==> config.mk <==
export PLATFORM = sky130hd
export DESIGN_NAME = command_frame_parser
export DESIGN_NICKNAME = d
export VERILOG_FILES = /design/src/sv/cfp_pkg.sv /design/src/sv/cfp_cmp_unit.sv /design/src/sv/cfp_payload_ram.sv /design/src/sv/cfp_parser.sv /design/src/sv/cfp_readout.sv /design/src/sv/command_frame_parser.sv
export SDC_FILE = /design/constraint.sdc
export NUM_CORES = 1
export LEC_CHECK = 0
export ABC_CLOCK_PERIOD_IN_PS = 4030
export BUFFER_PORTS_ARGS = -buffer_cell sky130_fd_sc_hd__buf_4
export CAP_MARGIN = 20
export CORE_ASPECT_RATIO = 0.6
export CORE_MARGIN = 4
export CORE_UTILIZATION = 40
export CTS_CLUSTER_DIAMETER = 120
export CTS_CLUSTER_SIZE = 30
export DETAILED_ROUTE_END_ITERATION = 6
export PLACE_DENSITY = 0.66
export RECOVER_POWER = 100
export SLEW_MARGIN = 20
export SYNTH_ARGS = -nofsm -noshare
export SYNTH_HDL_FRONTEND = slang
export SYNTH_SLANG_ARGS = --single-unit
==> constraint.sdc <==
create_clock -name clock -period 4.03 [get_ports clock]
set_input_delay 0.403 -clock clock [delete_from_list [all_inputs] [get_ports clock]]
set_output_delay 0.403 -clock clock [all_outputs]
set_load 0.01 [all_outputs]
==> src/sv/cfp_pkg.sv <==
// ----------------------------------------------------------------------------
// cfp_pkg
// Shared types and constants of the command frame parser: register indexes,
// parse phases, sequencer steps and the structs passed between modules.
// ----------------------------------------------------------------------------
`default_nettype none

package cfp_pkg;

   localparam int PAYLOAD_DEPTH = 64;
   localparam int GAP_TICKS     = 25;

   localparam int ADDR_W = $clog2(PAYLOAD_DEPTH);
   localparam int IDLE_W = $clog2(GAP_TICKS + 2);

   localparam logic [IDLE_W-1:0] GAP_LIMIT  = IDLE_W'(GAP_TICKS);
   localparam logic [7:0]        DEPTH_BYTE = 8'(PAYLOAD_DEPTH);

   // configuration register indexes
   localparam logic [2:0] CSR_PRODUCT_ID_FIRST    = 3'd0;
   localparam logic [2:0] CSR_PRODUCT_ID_SECOND   = 3'd1;
   localparam logic [2:0] CSR_OWN_ADDRESS         = 3'd2;
   localparam logic [2:0] CSR_GLOBAL_ADDRESS      = 3'd3;
   localparam logic [2:0] CSR_ADDRESS_LIMIT       = 3'd4;
   localparam logic [2:0] CSR_COMMAND_MODE_ACTIVE = 3'd5;
   localparam logic [2:0] CSR_MODE_COMMAND_CODE   = 3'd6;
   localparam logic [2:0] CSR_COMMAND_LIMIT       = 3'd7;

   // result status codes
   localparam logic [1:0] STATUS_GOOD     = 2'd0;
   localparam logic [1:0] STATUS_CHECKSUM = 2'd1;
   localparam logic [1:0] STATUS_OVERSIZE = 2'd2;

   // command/type byte length codes; KIND_COUNT announces a count byte
   localparam logic [1:0] KIND_ONE   = 2'd0;
   localparam logic [1:0] KIND_TWO   = 2'd1;
   localparam logic [1:0] KIND_FOUR  = 2'd2;
   localparam logic [1:0] KIND_COUNT = 2'd3;

   localparam logic OP_BYTE = 1'b0;
   localparam logic OP_TICK = 1'b1;

   typedef enum logic [2:0] {
      PH_HUNT,
      PH_ADDR,
      PH_PID2,
      PH_CMD,
      PH_COUNT,
      PH_DATA
   } phase_type;

   typedef enum logic [2:0] {
      SEQ_IDLE,
      SEQ_CHK0,
      SEQ_CHK1,
      SEQ_CHK2,
      SEQ_CHK3,
      SEQ_SUM
   } seq_type;

   typedef enum logic [1:0] {
      RD_IDLE,
      RD_SINGLE,
      RD_FETCH,
      RD_LOAD
   } rd_state_type;

   typedef struct packed {
      logic [7:0] product_id_first;
      logic [7:0] product_id_second;
      logic [7:0] own_address;
      logic [7:0] global_address;
      logic [7:0] address_limit;
      logic       command_mode_active;
      logic [5:0] mode_command_code;
      logic [6:0] command_limit;
   } cfg_type;

   typedef struct packed {
      logic [7:0] sum;
      logic       eq;
      logic       lt;
   } unit_res_type;

   typedef struct packed {
      logic              en;
      logic [ADDR_W-1:0] addr;
      logic [7:0]        data;
   } ram_wr_type;

   typedef struct packed {
      logic       start;
      logic [1:0] status;
      logic [5:0] command;
      logic [6:0] count;
      logic       multi;
   } rd_req_type;

endpackage

`default_nettype wire

==> src/sv/cfp_cmp_unit.sv <==
// ----------------------------------------------------------------------------
// cfp_cmp_unit
// Shared 8-bit add and compare unit used by the parse sequencer.
// ----------------------------------------------------------------------------
`default_nettype none

module cfp_cmp_unit (
   input  wire logic [7:0]           op_a,
   input  wire logic [7:0]           op_b,
   output cfp_pkg::unit_res_type     res
);

   always_comb begin
      res.sum = op_a + op_b;
      res.eq  = (op_a == op_b);
      res.lt  = (op_a < op_b);
   end

endmodule

`default_nettype wire

==> src/sv/cfp_payload_ram.sv <==
// ----------------------------------------------------------------------------
// cfp_payload_ram
// Payload byte store: one write port, one registered read port.
// ----------------------------------------------------------------------------
`default_nettype none

module cfp_payload_ram (
   input  wire logic                       clock,
   input  wire cfp_pkg::ram_wr_type        wr,
   input  wire logic [cfp_pkg::ADDR_W-1:0] rd_addr,
   output logic [7:0]                      rd_data
);

   logic [7:0] mem [cfp_pkg::PAYLOAD_DEPTH];
   logic [7:0] rd_data_ff;

   always_ff @(posedge clock) begin
      if (wr.en) begin
         mem[wr.addr] <= wr.data;
      end
      rd_data_ff <= mem[rd_addr];
   end

   assign rd_data = rd_data_ff;

endmodule

`default_nettype wire

==> src/sv/cfp_parser.sv <==
// ----------------------------------------------------------------------------
// cfp_parser
// Frame parse sequencer: takes one transaction; for a byte it then steps the
// shared compare/add unit through the checks of the current phase.
// ----------------------------------------------------------------------------
`default_nettype none

module cfp_parser (
   input  wire logic                 clock,
   input  wire logic                 reset,
   input  wire cfp_pkg::cfg_type     cfg,
   input  wire logic                 req_valid,
   output logic                      req_stall,
   input  wire logic                 req_operation,
   input  wire logic [7:0]           req_rx_byte,
   input  wire logic                 rd_busy,
   output cfp_pkg::ram_wr_type       ram_wr,
   output cfp_pkg::rd_req_type       rd_req
);

   cfp_pkg::phase_type        phase_ff, phase_in;
   cfp_pkg::seq_type          seq_ff, seq_in;
   logic [7:0]                sum_ff, sum_in;
   logic [5:0]                cmd_ff, cmd_in;
   logic [6:0]                expected_ff, expected_in;
   logic [6:0]                received_ff, received_in;
   logic [cfp_pkg::IDLE_W-1:0] idle_ff, idle_in;
   logic [7:0]                rx_ff, rx_in;
   logic                      hit_ff, hit_in;
   logic                      aux_ff, aux_in;

   logic [7:0]                op_a;
   logic [7:0]                op_b;
   cfp_pkg::unit_res_type     res;
   logic                      accept;

   cfp_cmp_unit u_unit (
      .op_a (op_a),
      .op_b (op_b),
      .res  (res)
   );

   assign req_stall = (seq_ff != cfp_pkg::SEQ_IDLE) || rd_busy;
   assign accept    = req_valid && !req_stall;

   // operand selection for the shared unit
   always_comb begin
      op_a = sum_ff;
      op_b = rx_ff;
      if (seq_ff == cfp_pkg::SEQ_SUM) begin
         op_a = (phase_ff == cfp_pkg::PH_ADDR) ? cfg.product_id_first : sum_ff;
         op_b = rx_ff;
      end else begin
         case (phase_ff)
            cfp_pkg::PH_ADDR: begin
               case (seq_ff)
                  cfp_pkg::SEQ_CHK0: begin
                     op_a = rx_ff;
                     op_b = cfg.global_address;
                  end
                  cfp_pkg::SEQ_CHK1: begin
                     op_a = cfg.own_address;
                     op_b = cfg.global_address;
                  end
                  cfp_pkg::SEQ_CHK2: begin
                     op_a = rx_ff;
                     op_b = cfg.address_limit;
                  end
                  default: begin
                     op_a = rx_ff;
                     op_b = cfg.own_address;
                  end
               endcase
            end
            cfp_pkg::PH_PID2: begin
               op_a = rx_ff;
               op_b = cfg.product_id_second;
            end
            cfp_pkg::PH_CMD: begin
               op_a = {2'b00, rx_ff[7:2]};
               op_b = (seq_ff == cfp_pkg::SEQ_CHK0) ? {2'b00, cfg.mode_command_code}
                                                    : {1'b0, cfg.command_limit};
            end
            cfp_pkg::PH_COUNT: begin
               op_a = cfp_pkg::DEPTH_BYTE;
               op_b = rx_ff;
            end
            cfp_pkg::PH_DATA: begin
               if (seq_ff == cfp_pkg::SEQ_CHK0) begin
                  op_a = {1'b0, received_ff};
                  op_b = {1'b0, expected_ff};
               end else begin
                  op_a = rx_ff;
                  op_b = sum_ff;
               end
            end
            default: begin
               op_a = rx_ff;
               op_b = cfg.product_id_first;
            end
         endcase
      end
   end

   always_ff @(posedge clock) begin
      if (reset) begin
         phase_ff    <= cfp_pkg::PH_HUNT;
         seq_ff      <= cfp_pkg::SEQ_IDLE;
         sum_ff      <= '0;
         cmd_ff      <= '0;
         expected_ff <= '0;
         received_ff <= '0;
         idle_ff     <= '0;
         hit_ff      <= 1'b0;
         aux_ff      <= 1'b0;
      end else begin
         phase_ff    <= phase_in;
         seq_ff      <= seq_in;
         sum_ff      <= sum_in;
         cmd_ff      <= cmd_in;
         expected_ff <= expected_in;
         received_ff <= received_in;
         idle_ff     <= idle_in;
         hit_ff      <= hit_in;
         aux_ff      <= aux_in;
      end
      rx_ff <= rx_in;
   end

   always_comb begin
      phase_in    = phase_ff;
      seq_in      = seq_ff;
      sum_in      = sum_ff;
      cmd_in      = cmd_ff;
      expected_in = expected_ff;
      received_in = received_ff;
      idle_in     = idle_ff;
      rx_in       = rx_ff;
      hit_in      = hit_ff;
      aux_in      = aux_ff;
      ram_wr      = '{en: 1'b0, addr: received_ff[cfp_pkg::ADDR_W-1:0], data: rx_ff};
      rd_req      = '{start: 1'b0, status: cfp_pkg::STATUS_GOOD, command: cmd_ff,
                      count: expected_ff, multi: 1'b0};

      if (seq_ff == cfp_pkg::SEQ_IDLE) begin
         if (accept) begin
            if (req_operation == cfp_pkg::OP_TICK) begin
               if (idle_ff <= cfp_pkg::GAP_LIMIT) begin
                  idle_in = idle_ff + 1'b1;
               end
            end else begin
               idle_in = '0;
               rx_in   = req_rx_byte;
               seq_in  = cfp_pkg::SEQ_CHK0;
               // gap timeout: restart hunting before looking at this byte
               if (idle_ff > cfp_pkg::GAP_LIMIT) begin
                  phase_in = cfp_pkg::PH_HUNT;
               end
            end
         end
      end else begin
         case (phase_ff)
            cfp_pkg::PH_ADDR: begin
               case (seq_ff)
                  cfp_pkg::SEQ_CHK0: begin
                     hit_in = res.eq;
                     seq_in = cfp_pkg::SEQ_CHK1;
                  end
                  cfp_pkg::SEQ_CHK1: begin
                     aux_in = res.eq;
                     seq_in = cfp_pkg::SEQ_CHK2;
                  end
                  cfp_pkg::SEQ_CHK2: begin
                     if (aux_ff && res.lt) begin
                        hit_in = 1'b1;
                     end
                     seq_in = cfp_pkg::SEQ_CHK3;
                  end
                  cfp_pkg::SEQ_CHK3: begin
                     if (hit_ff || res.eq) begin
                        seq_in = cfp_pkg::SEQ_SUM;
                     end else begin
                        phase_in = cfp_pkg::PH_HUNT;
                        seq_in   = cfp_pkg::SEQ_CHK0;
                     end
                  end
                  default: begin
                     sum_in   = res.sum;
                     phase_in = cfp_pkg::PH_PID2;
                     seq_in   = cfp_pkg::SEQ_IDLE;
                  end
               endcase
            end
            cfp_pkg::PH_PID2: begin
               if (seq_ff == cfp_pkg::SEQ_SUM) begin
                  sum_in   = res.sum;
                  phase_in = cfp_pkg::PH_CMD;
                  seq_in   = cfp_pkg::SEQ_IDLE;
               end else if (res.eq) begin
                  seq_in = cfp_pkg::SEQ_SUM;
               end else begin
                  phase_in = cfp_pkg::PH_HUNT;
                  seq_in   = cfp_pkg::SEQ_CHK0;
               end
            end
            cfp_pkg::PH_CMD: begin
               case (seq_ff)
                  cfp_pkg::SEQ_CHK0: begin
                     hit_in = cfg.command_mode_active || res.eq;
                     seq_in = cfp_pkg::SEQ_CHK1;
                  end
                  cfp_pkg::SEQ_SUM: begin
                     sum_in      = res.sum;
                     cmd_in      = rx_ff[7:2];
                     received_in = '0;
                     seq_in      = cfp_pkg::SEQ_IDLE;
                     phase_in    = cfp_pkg::PH_DATA;
                     case (rx_ff[1:0])
                        cfp_pkg::KIND_ONE:   expected_in = 7'd1;
                        cfp_pkg::KIND_TWO:   expected_in = 7'd2;
                        cfp_pkg::KIND_FOUR:  expected_in = 7'd4;
                        cfp_pkg::KIND_COUNT: phase_in    = cfp_pkg::PH_COUNT;
                        default:             phase_in    = cfp_pkg::PH_COUNT;
                     endcase
                  end
                  default: begin
                     if (hit_ff && res.lt) begin
                        seq_in = cfp_pkg::SEQ_SUM;
                     end else begin
                        phase_in = cfp_pkg::PH_HUNT;
                        seq_in   = cfp_pkg::SEQ_CHK0;
                     end
                  end
               endcase
            end
            cfp_pkg::PH_COUNT: begin
               if (seq_ff == cfp_pkg::SEQ_SUM) begin
                  sum_in = res.sum;
                  seq_in = cfp_pkg::SEQ_IDLE;
                  if (aux_ff) begin
                     phase_in      = cfp_pkg::PH_HUNT;
                     rd_req.start  = 1'b1;
                     rd_req.status = cfp_pkg::STATUS_OVERSIZE;
                     rd_req.count  = '0;
                  end else begin
                     expected_in = rx_ff[6:0];
                     phase_in    = cfp_pkg::PH_DATA;
                  end
               end else begin
                  // depth below the count byte means the frame is too large
                  aux_in = res.lt;
                  seq_in = cfp_pkg::SEQ_SUM;
               end
            end
            cfp_pkg::PH_DATA: begin
               case (seq_ff)
                  cfp_pkg::SEQ_CHK0: begin
                     if (res.lt) begin
                        ram_wr.en = 1'b1;
                        seq_in    = cfp_pkg::SEQ_SUM;
                     end else begin
                        seq_in = cfp_pkg::SEQ_CHK1;
                     end
                  end
                  cfp_pkg::SEQ_SUM: begin
                     sum_in      = res.sum;
                     received_in = received_ff + 7'd1;
                     seq_in      = cfp_pkg::SEQ_IDLE;
                  end
                  default: begin
                     // checksum byte
                     phase_in     = cfp_pkg::PH_HUNT;
                     seq_in       = cfp_pkg::SEQ_IDLE;
                     rd_req.start = 1'b1;
                     if (!res.eq) begin
                        rd_req.status = cfp_pkg::STATUS_CHECKSUM;
                     end else if (expected_ff != '0) begin
                        rd_req.multi = 1'b1;
                     end
                  end
               endcase
            end
            default: begin
               phase_in = res.eq ? cfp_pkg::PH_ADDR : cfp_pkg::PH_HUNT;
               seq_in   = cfp_pkg::SEQ_IDLE;
            end
         endcase
      end
   end

endmodule

`default_nettype wire

==> src/sv/cfp_readout.sv <==
// ----------------------------------------------------------------------------
// cfp_readout
// Result sequencer: sends a single status result or walks the payload store
// one entry at a time into the result register.
// ----------------------------------------------------------------------------
`default_nettype none

module cfp_readout (
   input  wire logic                       clock,
   input  wire logic                       reset,
   input  wire cfp_pkg::rd_req_type        rd_req,
   output logic                            rd_busy,
   output logic [cfp_pkg::ADDR_W-1:0]      rd_addr,
   input  wire logic [7:0]                 rd_data,
   output logic                            rsp_valid,
   input  wire logic                       rsp_stall,
   output logic [1:0]                      rsp_status,
   output logic [5:0]                      rsp_command,
   output logic [6:0]                      rsp_payload_count,
   output logic                            rsp_has_payload,
   output logic [5:0]                      rsp_payload_index,
   output logic [7:0]                      rsp_payload_byte,
   output logic                            rsp_last
);

   cfp_pkg::rd_state_type       state_ff, state_in;
   logic [1:0]                  status_ff, status_in;
   logic [5:0]                  cmd_ff, cmd_in;
   logic [6:0]                  count_ff, count_in;
   logic [cfp_pkg::ADDR_W-1:0]  idx_ff, idx_in;

   logic                        valid_ff, valid_in;
   logic [1:0]                  o_status_ff, o_status_in;
   logic [5:0]                  o_cmd_ff, o_cmd_in;
   logic [6:0]                  o_count_ff, o_count_in;
   logic                        o_hp_ff, o_hp_in;
   logic [5:0]                  o_idx_ff, o_idx_in;
   logic [7:0]                  o_byte_ff, o_byte_in;
   logic                        o_last_ff, o_last_in;

   logic                        slot_free;
   logic                        is_last;

   assign slot_free = !valid_ff || !rsp_stall;
   assign is_last   = (({1'b0, 6'(idx_ff)}) + 7'd1) == count_ff;
   assign rd_busy   = (state_ff != cfp_pkg::RD_IDLE);
   assign rd_addr   = idx_ff;

   always_ff @(posedge clock) begin
      if (reset) begin
         state_ff <= cfp_pkg::RD_IDLE;
         valid_ff <= 1'b0;
      end else begin
         state_ff <= state_in;
         valid_ff <= valid_in;
      end
      status_ff   <= status_in;
      cmd_ff      <= cmd_in;
      count_ff    <= count_in;
      idx_ff      <= idx_in;
      o_status_ff <= o_status_in;
      o_cmd_ff    <= o_cmd_in;
      o_count_ff  <= o_count_in;
      o_hp_ff     <= o_hp_in;
      o_idx_ff    <= o_idx_in;
      o_byte_ff   <= o_byte_in;
      o_last_ff   <= o_last_in;
   end

   always_comb begin
      state_in    = state_ff;
      status_in   = status_ff;
      cmd_in      = cmd_ff;
      count_in    = count_ff;
      idx_in      = idx_ff;
      valid_in    = valid_ff;
      o_status_in = o_status_ff;
      o_cmd_in    = o_cmd_ff;
      o_count_in  = o_count_ff;
      o_hp_in     = o_hp_ff;
      o_idx_in    = o_idx_ff;
      o_byte_in   = o_byte_ff;
      o_last_in   = o_last_ff;

      if (valid_ff && !rsp_stall) begin
         valid_in = 1'b0;
      end

      case (state_ff)
         cfp_pkg::RD_IDLE: begin
            if (rd_req.start) begin
               status_in = rd_req.status;
               cmd_in    = rd_req.command;
               count_in  = rd_req.count;
               idx_in    = '0;
               state_in  = rd_req.multi ? cfp_pkg::RD_FETCH : cfp_pkg::RD_SINGLE;
            end
         end
         cfp_pkg::RD_SINGLE: begin
            if (slot_free) begin
               valid_in    = 1'b1;
               o_status_in = status_ff;
               o_cmd_in    = cmd_ff;
               o_count_in  = count_ff;
               o_hp_in     = 1'b0;
               o_idx_in    = '0;
               o_byte_in   = '0;
               o_last_in   = 1'b1;
               state_in    = cfp_pkg::RD_IDLE;
            end
         end
         cfp_pkg::RD_FETCH: begin
            // store read of idx_ff lands in rd_data next cycle
            state_in = cfp_pkg::RD_LOAD;
         end
         default: begin
            if (slot_free) begin
               valid_in    = 1'b1;
               o_status_in = status_ff;
               o_cmd_in    = cmd_ff;
               o_count_in  = count_ff;
               o_hp_in     = 1'b1;
               o_idx_in    = 6'(idx_ff);
               o_byte_in   = rd_data;
               o_last_in   = is_last;
               if (is_last) begin
                  state_in = cfp_pkg::RD_IDLE;
               end else begin
                  idx_in   = idx_ff + 1'b1;
                  state_in = cfp_pkg::RD_FETCH;
               end
            end
         end
      endcase
   end

   assign rsp_valid         = valid_ff;
   assign rsp_status        = o_status_ff;
   assign rsp_command       = o_cmd_ff;
   assign rsp_payload_count = o_count_ff;
   assign rsp_has_payload   = o_hp_ff;
   assign rsp_payload_index = o_idx_ff;
   assign rsp_payload_byte  = o_byte_ff;
   assign rsp_last          = o_last_ff;

endmodule

`default_nettype wire

==> src/sv/command_frame_parser.sv <==
// ----------------------------------------------------------------------------
// command_frame_parser
// Parses command frames from UART bytes and tick transactions and reports
// each accepted frame as a run of results.
//
//   channel   direction  ports                              handshake
//   req_      in         operation, rx_byte                 valid / stall
//   rsp_      out        status .. last (seven fields)      valid / stall
//   csr_      in         write enable, index, data          write only
//
// A byte is handled by the parse sequencer stepping the shared compare/add
// unit, the address byte taking the most steps; a rejected byte is checked
// again as a frame start in place of the sum step. A good frame with payload
// then reads the payload store one entry per fetch and load; any other
// result is sent as a single status result; req_stall is high meanwhile.
// Reset is synchronous; no clearing pass, the payload store is not reset.
// A stalled result holds the readout; input stays stalled until it drains.
// ----------------------------------------------------------------------------
`default_nettype none

module command_frame_parser (
   input  wire logic       clock,
   input  wire logic       reset,
   input  wire logic       req_valid,
   output logic            req_stall,
   input  wire logic       req_operation,
   input  wire logic [7:0] req_rx_byte,
   output logic            rsp_valid,
   input  wire logic       rsp_stall,
   output logic [1:0]      rsp_status,
   output logic [5:0]      rsp_command,
   output logic [6:0]      rsp_payload_count,
   output logic            rsp_has_payload,
   output logic [5:0]      rsp_payload_index,
   output logic [7:0]      rsp_payload_byte,
   output logic            rsp_last,
   input  wire logic       csr_wen,
   input  wire logic [2:0] csr_index,
   input  wire logic [7:0] csr_wdata
);

   cfp_pkg::cfg_type             cfg_ff, cfg_in;
   cfp_pkg::ram_wr_type          ram_wr;
   cfp_pkg::rd_req_type          rd_req;
   logic                         rd_busy;
   logic [cfp_pkg::ADDR_W-1:0]   rd_addr;
   logic [7:0]                   rd_data;

   always_ff @(posedge clock) begin
      if (reset) begin
         cfg_ff.product_id_first    <= 8'd0;
         cfg_ff.product_id_second   <= 8'd0;
         cfg_ff.own_address         <= 8'd0;
         cfg_ff.global_address      <= 8'd255;
         cfg_ff.address_limit       <= 8'd16;
         cfg_ff.command_mode_active <= 1'b0;
         cfg_ff.mode_command_code   <= 6'd1;
         cfg_ff.command_limit       <= 7'd10;
      end else begin
         cfg_ff <= cfg_in;
      end
   end

   always_comb begin
      cfg_in = cfg_ff;
      if (csr_wen) begin
         case (csr_index)
            cfp_pkg::CSR_PRODUCT_ID_FIRST:    cfg_in.product_id_first    = csr_wdata;
            cfp_pkg::CSR_PRODUCT_ID_SECOND:   cfg_in.product_id_second   = csr_wdata;
            cfp_pkg::CSR_OWN_ADDRESS:         cfg_in.own_address         = csr_wdata;
            cfp_pkg::CSR_GLOBAL_ADDRESS:      cfg_in.global_address      = csr_wdata;
            cfp_pkg::CSR_ADDRESS_LIMIT:       cfg_in.address_limit       = csr_wdata;
            cfp_pkg::CSR_COMMAND_MODE_ACTIVE: cfg_in.command_mode_active = csr_wdata[0];
            cfp_pkg::CSR_MODE_COMMAND_CODE:   cfg_in.mode_command_code   = csr_wdata[5:0];
            cfp_pkg::CSR_COMMAND_LIMIT:       cfg_in.command_limit       = csr_wdata[6:0];
            default:                          cfg_in = cfg_ff;
         endcase
      end
   end

   cfp_parser u_parser (
      .clock         (clock),
      .reset         (reset),
      .cfg           (cfg_ff),
      .req_valid     (req_valid),
      .req_stall     (req_stall),
      .req_operation (req_operation),
      .req_rx_byte   (req_rx_byte),
      .rd_busy       (rd_busy),
      .ram_wr        (ram_wr),
      .rd_req        (rd_req)
   );

   cfp_payload_ram u_ram (
      .clock   (clock),
      .wr      (ram_wr),
      .rd_addr (rd_addr),
      .rd_data (rd_data)
   );

   cfp_readout u_readout (
      .clock             (clock),
      .reset             (reset),
      .rd_req            (rd_req),
      .rd_busy           (rd_busy),
      .rd_addr           (rd_addr),
      .rd_data           (rd_data),
      .rsp_valid         (rsp_valid),
      .rsp_stall         (rsp_stall),
      .rsp_status        (rsp_status),
      .rsp_command       (rsp_command),
      .rsp_payload_count (rsp_payload_count),
      .rsp_has_payload   (rsp_has_payload),
      .rsp_payload_index (rsp_payload_index),
      .rsp_payload_byte  (rsp_payload_byte),
      .rsp_last          (rsp_last)
   );

endmodule

`default_nettype wire
==> impl_metrics.csv <==
group,metric,value,unit
clock_network,clk_pin_slew,0.12,ns
floorplanning,design.portCount,58,
route,routedWlPerCell,25.4,um
grt,grt_start_max_net_pins,100,
grt,initial_antenna_violation_count,1,
clock_network,cts_buffers,26,
timing,clock-skew-final,0.0424,ns
yosys,synth-seq-cells,678,
yosys,synth.distinct_cells,84,
route,antenna_left,0,
floorplanning,dieArea,75200,um^2
timing,clock.fmax,239,MHz
yosys,synth_top_area_cell,"edfxtp_1",
grt,grt_usage,0.196,
yosys,synth_enable_flop_cells,572,
clock_network,clk_root_buffer_cell,"clkbuf_16",
setup_path,worst_ep_required_time,4.57,ns
yosys,synth.cell_area,28300,um^2
timing,timing.final.crit_period,4.18,ns
setup_path,timing_worst_setup_path_type,"register to register",
timing,timing.max_slew.rel_slack,-0.825,
yosys,seq_area_frac_synth,0.682,
timing,final_critical_path_setup_slack,-0.152,ns
route,drt_iter0_drc,2301,
grt,first_pass_grt_wire_length,111000,um
placed_design,place.gp.congestion,1.02,
route,drt-vias-per-instance,5.91,
setup_path,critical-path-max-stage-delay,0.55,ns
clock_network,ctsHtreeMaxLevel,1,
run_status,status,"finished with violations",
grt,first_global_vias,16700,
placed_design,post-place-cells,2898,
final_layout,final_layout_net_count,2109,
timing,total_of_endpoints_with_negative_setup_slack_in_the_final_report,501,
setup_path,slowest_stage,"or4b_4",
route,drt_pre_antenna_iters,7,
timing,period_utilization_post_route,1.04,
placed_design,detailedPlace.worstSlack,-0.859,ns
setup_path,timing.critical_path.cells,"buf_6 > and4bb_2 > and2_4 > buf_6 > a222oi_1 > nand4_1 > a211oi_2 > o21ai_1 > ha_1 > or4b_4 > buf_4 > nor4_4 > buf_4 > a21oi_1 > or4_1 > o311ai_1",
final_layout,drive_above_1_share,0.241,
final_layout,instances_no_fill,2999,
final_layout,stdcell_area,32700,um^2
floorplanning,die-width,351,um
worst_hold_path,hold_class,"input port to register",
power,power_density,341,nW/um^2
floorplanning,placeableCoreArea,70000,um^2
yosys,postSynthAreaPerCell,15.1,um^2
power,irDropWorstVdd,0.374,mV
timing,rsz_0062_raised_after_global_routing,"yes",
floorplanning,floorplan.initialDensity,0.404,
placed_design,detailedPlacementHpwl,51100,um
yosys,post-synth-top-count-cell,"edfxtp_1",
placed_design,placement.cell_area,30600,um^2
final_layout,number_of_diodes_added_for_antenna_fixing,0,
placed_design,placement.io_buffers,57,
clock_network,total_number_of_clock_tree_sinks,678,
route,detailroute.via_count,17700,
yosys,asyncSetResetFlopFracSynth,0,
yosys,synth_top_area_frac,0.607,
run,drv_cap,10,
grt,grt-ovfl-total,0,
route,wl,76100,um
clock_network,clock_insertion_delay_worst_skew,0.62,ns
clock_network,ctsLongestPathBuffers,3,
setup_path,worstSetupEndpointType,"register",
run_status,violations,"design-rule violations, max-capacitance violations, max-slew violations, negative setup slack",
timing,worst_slew_pin_slew,2.74,ns
setup_path,worst-endpoint-arrival,4.72,ns
yosys,synth.area.top_cells,"edfxtp_1 61%, mux4_2 9.5%, dfxtp_1 7.5%",
yosys,synth.yosys.warnings,0,
timing,timing.final.hold_violations,0,
clock_network,cts_tree,"done",
setup_path,crit_path_max_fanout,7,
timing,final_max_slew_viol_count,410,
route,post-route-drc-count,3,
floorplanning,std_cell_rows,75,
yosys,syn_inst,1872,
yosys,mappedNetlistNets,1926,
final_layout,final_util,0.468,
yosys,synthTopCellsByCount,"572 x edfxtp_1, 196 x nand2_1, 135 x nor2_1",
floorplanning,die_y,214,um
setup_path,worst_setup_path_start_kind,"register",
final_layout,layout-area-overhead-vs-synth,15.7,%
yosys,prevailing_post_synth_register_cell,"edfxtp_1",
power,power.leakage,10.6,nW
-- state kept, by name (all words and copies together) (netlist names), 8 cells and up --
name,cells
u_ram.rd_data,8
u_ram.mem,512
u_parser.sum_ff,8
u_parser.rx_ff,8
u_readout.rsp_payload_byte,8
cfg_ff,54
-- repair_timing --
item	CTS	global route
pin swaps	23	37
endpoints found under the setup margin	522	521
hold endpoints to repair	8	0
gates resized for setup	159	80
buffers inserted	25	16
hold buffers	8	0
-- metal layers --
metal / global-route usage / routed length (um) / vias up
li1: - / - / 7615
met1: 0.320 / 34900 / 9057
met2: 0.262 / 31200 / 997
met3: 0.0534 / 8810 / 61
met4: 0.0293 / 1160 / 0
met5: 0 / 0 / -
-- path summary, 6_finish.rpt --
kind,from,to,slack (ns),depth (start not counted)
setup reg to reg,u_parser.phase_ff[2],u_readout.state_ff[1],-0.15,16
hold reg to reg,u_readout.cmd_ff[4],u_readout.rsp_command[4],0.43,0
setup / recovery,u_parser.phase_ff[2],u_readout.state_ff[1],-0.15,16
hold / removal,csr_wdata[2],cfg_ff[16],0.1,3
-- layout make-up --
class                           instances  area [um^2]
Fill cell                            5938        37300
Sequential cell                       678        19300
Multi-Input combinational cell       1063         9240
Timing Repair Buffer                  267         2210
Tap cell                              924         1160
Clock buffer                           46          726
Inverter                               19         73.8
Clock inverter                          2         32.5
-- through the flow --
| stage | hold WS, ns | setup TNS [ns] | total power [mW] |
|---|---|---|---|
| after floorplan | 0.400 | -31.34 | 7.87 |
| after global placement | 0.404 | -381.17 | 8.01 |
| after detailed placement | 0.408 | -352.26 | 8.01 |
| after CTS | 0.0661 | -6.43 | 11.2 |
| after global routing | 0.0904 | -72.07 | 11.5 |
| final | 0.0957 | -32.29 | 11.2 |
-- power breakdown --
group	internal, mW	leakage, nW	switching [mW]	total (mW)
clock	1.26	0.358	2.04	3.30
sequential	7.57	6.00	0.0234	7.60
combinational	0.0863	4.21	0.192	0.278
-- cells by family after synthesis --
family	Yosys count	share of synthesized area
adder cells (fa/ha/maj)	29	0.0131
AND/OR/NAND/NOR	538	0.0916
buffers and inverters	131	0.0205
flip-flops	678	0.682
multiplexers	170	0.114
XOR/XNOR	23	0.00711
AO/OA/AOI/OAI	303	0.0723
-- worst max-delay path, delay by kind of cell (launching register included) --
kind	cells	cell delay (ns)
simple gates	6	1.82
compound gates	5	0.99
buf+inv	4	0.59
flops	1	0.39
fa+ha+maj	1	0.31
-- cell usage in the layout (no fill, tap or decap), types with 6 or more instances in the layout --
master,Yosys,routed
a211oi_1,13,11
a21o_1,6,6
a21oi_1,102,98
a221oi_1,10,10
a222oi_1,7,7
a22o_1,11,11
a22oi_1,48,48
a31oi_1,10,9
and2_1,19,14
buf_12,0,17
buf_4,7,139
buf_6,2,39
clkbuf_1,56,69
clkbuf_16,0,26
clkbuf_4,0,8
dfxtp_1,106,104
dlygate4sd3_1,0,8
edfxtp_1,572,572
ha_1,28,25
inv_1,19,18
mux2_2,10,10
mux2i_1,38,38
mux4_2,120,120
nand2_1,196,194
nand2b_1,11,10
nand3_1,35,32
nand3b_1,23,23
nand4_1,10,10
nor2_1,135,70
nor2_4,1,63
nor2b_1,38,35
nor3_1,26,24
o21a_1,6,6
o21ai_0,29,24
o221ai_1,7,7
o22ai_1,7,6
or3_1,6,6
xnor2_1,8,8
xor2_1,15,15
(Power assumes the default switching activity.)
